--- config.mk ---
export PLATFORM = sky130hd
export DESIGN_NAME = byte_stuffing_frame_decoder_core
export DESIGN_NICKNAME = d
export VERILOG_FILES = /design/src/bsfd_pkg.sv /design/src/bsfd_cfg_regs.sv /design/src/bsfd_decode.sv /design/src/bsfd_out_reg.sv /design/src/byte_stuffing_frame_decoder_core.sv
export SDC_FILE = /design/constraint.sdc
export NUM_CORES = 1
export LEC_CHECK = 0
export BUFFER_PORTS_ARGS = -buffer_cell sky130_fd_sc_hd__buf_2
export CORE_ASPECT_RATIO = 0.9
export CORE_MARGIN = 2
export CORE_UTILIZATION = 49
export CTS_BUF_LIST = sky130_fd_sc_hd__clkbuf_2
export CTS_CLUSTER_DIAMETER = 30
export CTS_CLUSTER_SIZE = 24
export DETAILED_ROUTE_END_ITERATION = 7
export GPL_TIMING_DRIVEN = 1
export HOLD_SLACK_MARGIN = 0.08
export MAX_ROUTING_LAYER = met4
export PLACE_DENSITY_LB_ADDON = 0.1
export SLEW_MARGIN = 20
export SYNTH_ARGS = -nofsm -noshare
export SYNTH_HDL_FRONTEND = slang
export SYNTH_SLANG_ARGS = --single-unit
--- constraint.sdc ---
create_clock -name clk -period 4.45 [get_ports clk]
set_clock_uncertainty 0.1 [all_clocks]
set_input_delay 0.89 -clock clk [delete_from_list [all_inputs] [get_ports clk]]
set_output_delay 0.89 -clock clk [all_outputs]
set_load 0.005 [all_outputs]
--- src/bsfd_pkg.sv ---
// Package for the byte stuffing frame decoder: constants, codes and shared types.
`timescale 1ns / 1ps
package bsfd_pkg;

  localparam int unsigned MAX_FRAME_DEF = 1024;

  localparam int unsigned BYTE_W = 8;
  localparam int unsigned KIND_W = 2;
  localparam int unsigned LEN_W  = 11;
  localparam int unsigned IDX_W  = 3;

  // Result kinds
  localparam logic [KIND_W-1:0] KIND_PAYLOAD    = 2'd0;
  localparam logic [KIND_W-1:0] KIND_DONE       = 2'd1;
  localparam logic [KIND_W-1:0] KIND_BAD_ESCAPE = 2'd2;
  localparam logic [KIND_W-1:0] KIND_OVERFLOW   = 2'd3;

  // Register indexes
  localparam logic [IDX_W-1:0] REG_HEAD_HIGH   = 3'd0;
  localparam logic [IDX_W-1:0] REG_HEAD_LOW    = 3'd1;
  localparam logic [IDX_W-1:0] REG_TAIL_HIGH   = 3'd2;
  localparam logic [IDX_W-1:0] REG_TAIL_LOW    = 3'd3;
  localparam logic [IDX_W-1:0] REG_ESCAPE_CHAR = 3'd4;
  localparam logic [IDX_W-1:0] REG_FILLER_BYTE = 3'd5;

  // Register reset values
  localparam logic [BYTE_W-1:0] RST_HEAD_HIGH   = 8'h55;
  localparam logic [BYTE_W-1:0] RST_HEAD_LOW    = 8'hAA;
  localparam logic [BYTE_W-1:0] RST_TAIL_HIGH   = 8'h0A;
  localparam logic [BYTE_W-1:0] RST_TAIL_LOW    = 8'h0D;
  localparam logic [BYTE_W-1:0] RST_ESCAPE_CHAR = 8'h7F;
  localparam logic [BYTE_W-1:0] RST_FILLER_BYTE = 8'hFF;

  typedef struct packed {
    logic [BYTE_W-1:0] head_high;
    logic [BYTE_W-1:0] head_low;
    logic [BYTE_W-1:0] tail_high;
    logic [BYTE_W-1:0] tail_low;
    logic [BYTE_W-1:0] escape_char;
    logic [BYTE_W-1:0] filler_byte;
  } cfg_t;

  typedef struct packed {
    logic              valid;
    logic [KIND_W-1:0] kind;
    logic [BYTE_W-1:0] payload;
    logic [LEN_W-1:0]  frame_length;
  } result_t;

endpackage

--- src/bsfd_cfg_regs.sv ---
// Configuration register file of the byte stuffing frame decoder.
`timescale 1ns / 1ps
module bsfd_cfg_regs (
  input  logic                           clk,
  input  logic                           rst,
  input  logic                           cfg_we,
  input  logic [bsfd_pkg::IDX_W-1:0]     cfg_index,
  input  logic [bsfd_pkg::BYTE_W-1:0]    cfg_data,
  output bsfd_pkg::cfg_t                 cfg
);

  always_ff @(posedge clk) begin
    if (rst) begin
      cfg.head_high   <= bsfd_pkg::RST_HEAD_HIGH;
      cfg.head_low    <= bsfd_pkg::RST_HEAD_LOW;
      cfg.tail_high   <= bsfd_pkg::RST_TAIL_HIGH;
      cfg.tail_low    <= bsfd_pkg::RST_TAIL_LOW;
      cfg.escape_char <= bsfd_pkg::RST_ESCAPE_CHAR;
      cfg.filler_byte <= bsfd_pkg::RST_FILLER_BYTE;
    end else if (cfg_we) begin
      unique case (cfg_index)
        bsfd_pkg::REG_HEAD_HIGH:   cfg.head_high   <= cfg_data;
        bsfd_pkg::REG_HEAD_LOW:    cfg.head_low    <= cfg_data;
        bsfd_pkg::REG_TAIL_HIGH:   cfg.tail_high   <= cfg_data;
        bsfd_pkg::REG_TAIL_LOW:    cfg.tail_low    <= cfg_data;
        bsfd_pkg::REG_ESCAPE_CHAR: cfg.escape_char <= cfg_data;
        bsfd_pkg::REG_FILLER_BYTE: cfg.filler_byte <= cfg_data;
        default: ;  // unused indexes are dropped
      endcase
    end
  end

endmodule

--- src/bsfd_decode.sv ---
// Deframing state and per-byte decode logic of the byte stuffing frame decoder.
`timescale 1ns / 1ps
module bsfd_decode #(
  parameter int unsigned MAX_FRAME = bsfd_pkg::MAX_FRAME_DEF
) (
  input  logic                          clk,
  input  logic                          rst,
  input  logic                          take,
  input  logic [bsfd_pkg::BYTE_W-1:0]   rx_byte,
  input  bsfd_pkg::cfg_t                cfg,
  output bsfd_pkg::result_t             res
);

  localparam int unsigned CNT_W = $clog2(MAX_FRAME + 1);
  localparam int unsigned LEN_W = bsfd_pkg::LEN_W;
  localparam int unsigned BYTE_W = bsfd_pkg::BYTE_W;

  localparam logic [BYTE_W-1:0] ESC_DEL       = 8'h01;
  localparam logic [BYTE_W-1:0] ESC_HEAD_HIGH = 8'h02;
  localparam logic [BYTE_W-1:0] ESC_HEAD_LOW  = 8'h03;
  localparam logic [BYTE_W-1:0] ESC_TAIL_HIGH = 8'h04;
  localparam logic [BYTE_W-1:0] ESC_TAIL_LOW  = 8'h05;
  localparam logic [BYTE_W-1:0] ESC_FILLER    = 8'h06;
  localparam logic [BYTE_W-1:0] DEL_BYTE      = 8'h7F;

  logic             in_frame, in_frame_next;
  logic             saw_head_high, saw_head_high_next;
  logic             escape_pending, escape_pending_next;
  logic [CNT_W-1:0] payload_count, payload_count_next;

  logic                      pay_go;
  logic [BYTE_W-1:0]         pay_byte;
  logic [CNT_W+LEN_W-1:0]    count_ext;

  // Report the count modulo the length field's range.
  assign count_ext = {{LEN_W{1'b0}}, payload_count};

  always_comb begin
    in_frame_next       = in_frame;
    saw_head_high_next  = saw_head_high;
    escape_pending_next = escape_pending;
    payload_count_next  = payload_count;
    res                 = '0;
    res.kind            = bsfd_pkg::KIND_PAYLOAD;
    pay_go              = 1'b0;
    pay_byte            = '0;

    if (take && rx_byte != cfg.filler_byte) begin
      if (!in_frame) begin
        if (saw_head_high && rx_byte == cfg.head_low) begin
          in_frame_next       = 1'b1;
          saw_head_high_next  = 1'b0;
          escape_pending_next = 1'b0;
          payload_count_next  = '0;
        end else begin
          saw_head_high_next = (rx_byte == cfg.head_high);
        end
      end else if (escape_pending) begin
        escape_pending_next = 1'b0;
        pay_go              = 1'b1;
        unique case (rx_byte)
          ESC_DEL:       pay_byte = DEL_BYTE;
          ESC_HEAD_HIGH: pay_byte = cfg.head_high;
          ESC_HEAD_LOW:  pay_byte = cfg.head_low;
          ESC_TAIL_HIGH: pay_byte = cfg.tail_high;
          ESC_TAIL_LOW:  pay_byte = cfg.tail_low;
          ESC_FILLER:    pay_byte = cfg.filler_byte;
          default: begin
            pay_go             = 1'b0;
            in_frame_next      = 1'b0;
            saw_head_high_next = 1'b0;
            payload_count_next = '0;
            res.valid          = 1'b1;
            res.kind           = bsfd_pkg::KIND_BAD_ESCAPE;
          end
        endcase
      end else if (rx_byte == cfg.escape_char) begin
        escape_pending_next = 1'b1;
      end else if (rx_byte == cfg.tail_high) begin
        in_frame_next      = 1'b0;
        saw_head_high_next = 1'b0;
        payload_count_next = '0;
        res.valid          = 1'b1;
        res.kind           = bsfd_pkg::KIND_DONE;
        res.frame_length   = count_ext[LEN_W-1:0];
      end else begin
        pay_go   = 1'b1;
        pay_byte = rx_byte;
      end
    end

    if (pay_go) begin
      res.valid = 1'b1;
      if (payload_count >= CNT_W'(MAX_FRAME)) begin
        // Frame too long: drop the byte and hunt again.
        in_frame_next       = 1'b0;
        saw_head_high_next  = 1'b0;
        escape_pending_next = 1'b0;
        payload_count_next  = '0;
        res.kind            = bsfd_pkg::KIND_OVERFLOW;
      end else begin
        payload_count_next = payload_count + CNT_W'(1);
        res.kind           = bsfd_pkg::KIND_PAYLOAD;
        res.payload        = pay_byte;
      end
    end
  end

  always_ff @(posedge clk) begin
    if (rst) begin
      in_frame       <= 1'b0;
      saw_head_high  <= 1'b0;
      escape_pending <= 1'b0;
      payload_count  <= '0;
    end else begin
      in_frame       <= in_frame_next;
      saw_head_high  <= saw_head_high_next;
      escape_pending <= escape_pending_next;
      payload_count  <= payload_count_next;
    end
  end

endmodule

--- src/bsfd_out_reg.sv ---
// Result register of the byte stuffing frame decoder, with stream handshake.
`timescale 1ns / 1ps
module bsfd_out_reg (
  input  logic                          clk,
  input  logic                          rst,
  input  bsfd_pkg::result_t             res,
  output logic                          room,
  output logic                          m_tvalid,
  input  logic                          m_tready,
  output bsfd_pkg::result_t             held
);

  // Space for a new result whenever the register is empty or being drained.
  assign room     = !held.valid || m_tready;
  assign m_tvalid = held.valid;

  always_ff @(posedge clk) begin
    if (room && res.valid) begin
      held.kind         <= res.kind;
      held.payload      <= res.payload;
      held.frame_length <= res.frame_length;
    end
    if (rst) begin
      held.valid <= 1'b0;
    end else if (room) begin
      held.valid <= res.valid;
    end
  end

endmodule

--- src/byte_stuffing_frame_decoder_core.sv ---
// Top level of the byte stuffing frame decoder.
//
//   channel  dir  handshake            contents
//   s_       in   s_tvalid/s_tready    s_tdata[7:0] rx_byte
//   m_       out  m_tvalid/m_tready    m_tuser[1:0] kind, m_tdata[7:0] payload,
//                                      m_tdata[18:8] frame_length, rest zero
//   cfg_     in   cfg_we (no wait)     cfg_index selects register, cfg_data value
//
// One received word is taken per cycle while s_tready is high. Its decode runs
// in the same cycle in the deframing logic and lands in the result register, so
// a result shows on the master side in the cycle after its word is taken. s_tready
// follows the result register: high when it is empty or drained in this cycle.
// Filler bytes, header bytes and escape introducers give no result. rst is
// synchronous and returns the block to header hunting with reset registers.
`timescale 1ns / 1ps
module byte_stuffing_frame_decoder_core #(
  parameter int unsigned MAX_FRAME = bsfd_pkg::MAX_FRAME_DEF
) (
  input  logic                          clk,
  input  logic                          rst,
  // slave side: [7:0] rx_byte
  input  logic                          s_tvalid,
  output logic                          s_tready,
  input  logic [7:0]                    s_tdata,
  // master side
  output logic                          m_tvalid,
  input  logic                          m_tready,
  output logic [23:0]                   m_tdata,  // [7:0] payload, [18:8] frame_length
  output logic [1:0]                    m_tuser,  // [1:0] kind
  // configuration write port
  input  logic                          cfg_we,
  input  logic [bsfd_pkg::IDX_W-1:0]    cfg_index,
  input  logic [bsfd_pkg::BYTE_W-1:0]   cfg_data
);

  bsfd_pkg::cfg_t    cfg;
  bsfd_pkg::result_t res;
  bsfd_pkg::result_t held;
  logic              room;
  logic              take;

  // Hold the line registers.
  bsfd_cfg_regs u_cfg (
    .clk       (clk),
    .rst       (rst),
    .cfg_we    (cfg_we),
    .cfg_index (cfg_index),
    .cfg_data  (cfg_data),
    .cfg       (cfg)
  );

  // Advance the deframer on every taken word.
  assign s_tready = room;
  assign take     = s_tvalid && room;

  bsfd_decode #(
    .MAX_FRAME (MAX_FRAME)
  ) u_decode (
    .clk     (clk),
    .rst     (rst),
    .take    (take),
    .rx_byte (s_tdata),
    .cfg     (cfg),
    .res     (res)
  );

  bsfd_out_reg u_out (
    .clk      (clk),
    .rst      (rst),
    .res      (res),
    .room     (room),
    .m_tvalid (m_tvalid),
    .m_tready (m_tready),
    .held     (held)
  );

  // Pack the result word; pad to whole bytes with zeros.
  assign m_tdata = {5'd0, held.frame_length, held.payload};
  assign m_tuser = held.kind;

endmodule

# After elaboration in Yosys (flattened, before gate mapping)
# Cells that the tools add are included.
dict set report word_totals {
  register_bits 84
  in_bits 24
  output_inout_bits 28
  elab_cells 111
}
dict set report op_classes {
  n_addsub 1
  n_lt_le_gt_ge 1
  n_eq_ne 19
  muxes 53
  bitwise 4
  reduce_logical 19
}
# operator n
set op_table {}
lappend op_table {{$mux 11} 10}
lappend op_table {{$mux 8} 6}
lappend op_table {{$pmux 8 s6} 1}
lappend op_table {{$eq 8x8->1} 4}
lappend op_table {{$mux 1} 29}
lappend op_table {{$eq 8x3->1 const B} 3}
lappend op_table {{$mux 3} 6}
lappend op_table {{$eq 8x2->1 const B} 2}
lappend op_table {{$ne 4x4->1 const B} 3}
lappend op_table {{$reduce_and 2->1} 6}
lappend op_table {{$add 11x1->11 const B} 1}
lappend op_table {{$ge 11x11->1 const B} 1}
lappend op_table {{$eq 8x1->1 const B} 1}
lappend op_table {{$ne 8x8->1} 1}
lappend op_table {{$eq 3x2->1 const B} 2}
lappend op_table {{$eq 3x3->1 const B} 2}
lappend op_table {{$reduce_or 6->1} 1}
lappend op_table {{$reduce_and 5->1} 1}
lappend op_table {{$reduce_or 5->1} 1}
lappend op_table {{$logic_and 1x1->1} 4}
lappend op_table {{$not 1->1} 4}
lappend op_table {{$reduce_or 4->1} 1}
lappend op_table {{$eq 3x1->1 const B} 1}
lappend op_table {{$logic_not 3->1} 1}
lappend op_table {{5 further kinds} 5}

# Depth between registers and ports, before layout
dict set report depth {
  word_depth 9
  mapped_depth 8
  depth_no_buf 7
}

# Hierarchy
# From an unflattened synthesis, not the netlist that was laid out.
dict set report hier_totals {
  cells_unflattened 467
  area_unflattened_um2 4593.2
}
# module instances cells_per_inst area_each_um2 seq_area_each_um2
set by_module_without_submodules {}
lappend by_module_without_submodules {bsfd_cfg_regs 1 187 1945.6 960.9}
lappend by_module_without_submodules {bsfd_decode 1 246 1906.8 280.3}
lappend by_module_without_submodules {bsfd_out_reg 1 27 693.2 650.6}
lappend by_module_without_submodules {byte_stuffing_frame_decoder_core 1 7 47.5 0.0}

# Worst setup path before layout
# Ideal clock, no wire load.
dict set report synth_path {
  path_type {input to register}
  from {in s_tdata[5]}
  to {reg u_out.held[14] (netlist name)}
  setup_ns 0.148
  arrival_ns 2.499
  required_ns 4.202
  setup_slack_ns 1.704
  cell_stages 6
  n_path_buf 1
  path_cell_list {buf_4 -> or4_4 -> nor3b_1 -> nand3b_1 -> a31o_2 -> a21oi_1}
}
dict set report synth_between {
  elab_chain_cells 8
  elab_cells_between_ends 24
  cone_classes {eq/ne (9); mux (10); bitwise (2); reduce/logical (3)}
}
# item line_no
set synth_lines {}
lappend synth_lines {{start: declaration} byte_stuffing_frame_decoder_core.sv:24} ;# input logic [7:0] s_tdata,
lappend synth_lines {{$eq 8x1->1 (tied with other cells)} bsfd_decode.sv:61} ;# unique case (rx_byte)
lappend synth_lines {{$reduce_or 6->1 (no source line) or $mux 1 (tied branches)} -}
lappend synth_lines {{$mux 1 (on tied branches)} {bsfd_decode.sv:61, bsfd_decode.sv:77}}
lappend synth_lines {{$mux 1} bsfd_decode.sv:58} ;# end else if (escape_pending) begin
lappend synth_lines {{$mux 1} bsfd_decode.sv:49} ;# if (!in_frame) begin
lappend synth_lines {{$mux 1} bsfd_decode.sv:48} ;# if (take && rx_byte != cfg.filler_byte) begin
lappend synth_lines {{$not 1->1 (no source line)} -}
lappend synth_lines {{$reduce_or 4->1 (no source line)} -}
# Several ways; a longest one is shown, not always the timed one.
# A chain may end at the register's enable or synchronous reset.

# Worst setup path after layout
dict set report layout_path {
  from {in s_tdata[2]}
  to {reg u_out.held[19] (netlist name)}
}
dict set report layout_between {
  elab_chain_cells 8
  elab_cells_between_ends 25
  cone_classes {eq/ne (9); mux (13); reduce/logical (3)}
}
# item line_no
set layout_lines {}
lappend layout_lines {{$eq 8x1->1 (tied with other cells)} bsfd_decode.sv:61}
lappend layout_lines {{$reduce_or 6->1 (no source line) (tied with other cells)} -}
lappend layout_lines {{$mux 3 (tied with other cells)} bsfd_decode.sv:61}
lappend layout_lines {{$mux 3 or $mux 1 (tied branches)} bsfd_decode.sv:58}
lappend layout_lines {{$mux 3 or $mux 1 (tied branches)} bsfd_decode.sv:49}
lappend layout_lines {{$mux 3 or $mux 1 (tied branches)} bsfd_decode.sv:48}
lappend layout_lines {{$mux 11 *} bsfd_decode.sv:92} ;# if (pay_go) begin
lappend layout_lines {{$logic_and 1x1->1 *} bsfd_out_reg.sv:18} ;# if (room && res.valid) begin
# Mark *: on every way between the ends. The rest lies on a longest branch, timed or not.

==> reports/qor.yml <==
p_leak_nw: 1.772
slew_viol_final: 0
outcome: "finished, final reports clean"
synth.avg_cell_area_um2: 8.668
htreeDepth: 3
grt_max_degree: 55
synth_flop_cell: "dfxtp_1"
post_dp_cell_area_um2: 4638
synth-edff-count: 21
drc_errors: 0
rsz0062_at_grt: "no"
dr.pass1.iters: 6
cp-startpoint: "s_tdata[2]"
critPathSlowestCell: "inv_1"
synth_top_area_share_pct: 28.47
grt_first_pass_wirelength_um: 18740
wirelength_um: 11950
die_w_um: 104.2
antenna_cells: 0
cts_made_buffers: 9
cts_resized: 0
worst_pin_slew_ps: 935.7
r2r-start: "u_cfg.cfg[7]"
crit_type: "primary input to flop"
hp-start: "u_cfg.cfg[22]"
yosys_warnings: 0
synth_compound_area_share_pct: 11.13
clkTransAtPathRegs_ps: 210
fmax_ghz: 0.3555
cts-root-buf: "clkbuf_2"
clk_path_buf_depth: 2
setup_viol: 0
num-nets-final: 562
cp_max_fo: 28
clkLatencyLatePin_ps: 560
slew-limit-headroom_pct: 37.62
path_cells: "buf_2 -> xor2_1 -> nor4_1 -> a211oi_1 -> o21ai_0 -> inv_1"
die_area_um2: 9817
setup_tns_ps: 0
max_cap_violations: 0
path_buf_inv: 2
postCtsSetupRepairBufs: 0
final_common_cell: "nand2_1"
cp.arrival_ps: 2920
cts_tree: "yes"
synth_top_family_by_area: "simple AND/OR/NAND/NOR gates"
rows: 32
cp_top_family: "buffers and inverters"
synthArstFlopShare_pct: 0
max_stage_delay_ps: 660
wl_per_cell_um: 18.10
hold_viol_final: 0
stdcell_area_um2: 4746
grt_pass1_vias: 3577
powerDensity_nw_per_um2: 279.1
post-route-period-util_pct: 63.21
core-area_um2: 8688
start_util_pct: 50.98
synth-simple-area-share_pct: 27.68
hp-class: "flop to flop"
final_cell_mix: "nand2_1 (107), dfxtp_1 (63), buf_2 (46)"
vias_per_cell: 5.768
gp_congestion: 0.9047
vias: 3807
synthMuxAreaShare_pct: 3.588
numClockSinks: 84
critPathLaunchType: "primary input"
ant_nets: 0
netlist_top_cells_area: "dfxtp_1 (28%), edfxtp_1 (14%), nand2_1 (9.1%), xor2_1 (6.3%), nand3b_1 (4.6%)"
netlist_instances: 511
drive_above_1_share_pct: 15.53
grt_usage_pct: 25.75
portBuffers: 46
irDropWorstVdd_uv: 233.1
crit_required_ps: 4560
synth_xor_xnor_area_share_pct: 8.107
antenna_found_initial: 0
area_growth_pct: 7.147
netlist_area_um2: 4429
io_pins: 52
synthAdderAreaFrac_pct: 0.5650
ys_ff_latch: 84
ys_seq_area_share_pct: 42.71
min_period_ps: 2813
hpwl_um: 8514
die_height_um: 94.20
holdBufCountCts: 0
synth_cell_types: 53
drt-initial-drc-count: 253
synth_largest_area_cell: "dfxtp_1"
overflow: 0
cp-end-kind: "flop"
per-stage QoR:
step | cells | total power, mW | hold slack, ps | setup WS [ps] | util [%]
global route | 660 | 1.373 | 405.9 | 1448 | 54.62
global placement | 644 | 0.9467 | 344.8 | 1146 | 53.38
finish | 660 | 1.325 | 373.3 | 1637 | 54.62
CTS | 660 | 1.332 | 377.8 | 1701 | 54.59
detailed placement | 644 | 0.9493 | 351.0 | 1070 | 53.38
floorplan | 515 | 0.9119 | 336.0 | 1704 | -
registers in the layout, indices dropped and copies added (netlist names):
signal                   flops
u_decode.saw_head_high       1
u_out.m_tvalid               1
u_decode.payload_count      11
u_decode.in_frame            1
u_decode.escape_pending      1
u_out.held                  21
u_cfg.cfg                   48
worst min-delay path, delay by kind of cell, from the launching register on:
| kind | cells | cell delay (ps) |
|---|---|---|
| flip-flops | 1 | 360 |
| AO/OA/AOI/OAI | 1 | 50 |
| AND/OR/NAND/NOR | 1 | 50 |
logic make-up (layout without fill, tap and decap cells):
| logic type | count (synthesis) | in the layout |
|---|---|---|
| simple gates | 238 | 238 |
| flops | 84 | 84 |
| compound gates | 71 | 71 |
| buf+inv | 59 | 85 |
| xor+xnor | 41 | 41 |
| mux | 15 | 15 |
| fa+ha+maj | 2 | 2 |
| other cells | 1 | 5 |
synthesized netlist by cell type (all sizes together) (6+ instances only):
cell type	number
inv	23
nor2b	7
nand2b	10
nand2	108
dfxtp	63
and3	9
nor2	20
mux2	7
buf	19
nand3b	27
nand3	13
edfxtp	21
xor2	32
a31o	6
nor4	20
a21oi	27
xnor2	9
clkbuf	17
o221ai	6
mux2i	8
final cells by class:
cell class / instances / area [um2]
clock buffer: 10 / 50.05
clock inverter: 6 / 55.05
fill: 840 / 3943
inverter: 23 / 86.33
multi-input combinational: 372 / 2283
sequential: 84 / 1892
tap: 119 / 148.9
timing repair buffer: 46 / 230.2
path summary, 6_finish.rpt:
path | endpoint | depth (start not counted) | slack (ps)
max reg2reg | u_out.held[19] | 5 | 1970
max | u_out.held[19] | 6 | 1640
min | u_cfg.cfg[22] | 2 | 370
min reg2reg | u_cfg.cfg[22] | 2 | 370
power breakdown:
| part | internal (mW) | switching (mW) | total, mW |
|---|---|---|---|
| clock | 0.127 | 0.260 | 0.387 |
| combinational | 0.0495 | 0.0831 | 0.133 |
| sequential | 0.792 | 0.0123 | 0.805 |
| total | 0.969 | 0.356 | 1.32 |
metal layers:
metal | global-route usage (%) | wire length (um)
met5 | - | 0
met4 | 10.36 | 303
met3 | 5.617 | 991
met2 | 35.20 | 4848
met1 | 36.76 | 5802
No activity file was read; power rests on OpenSTA's default activity.
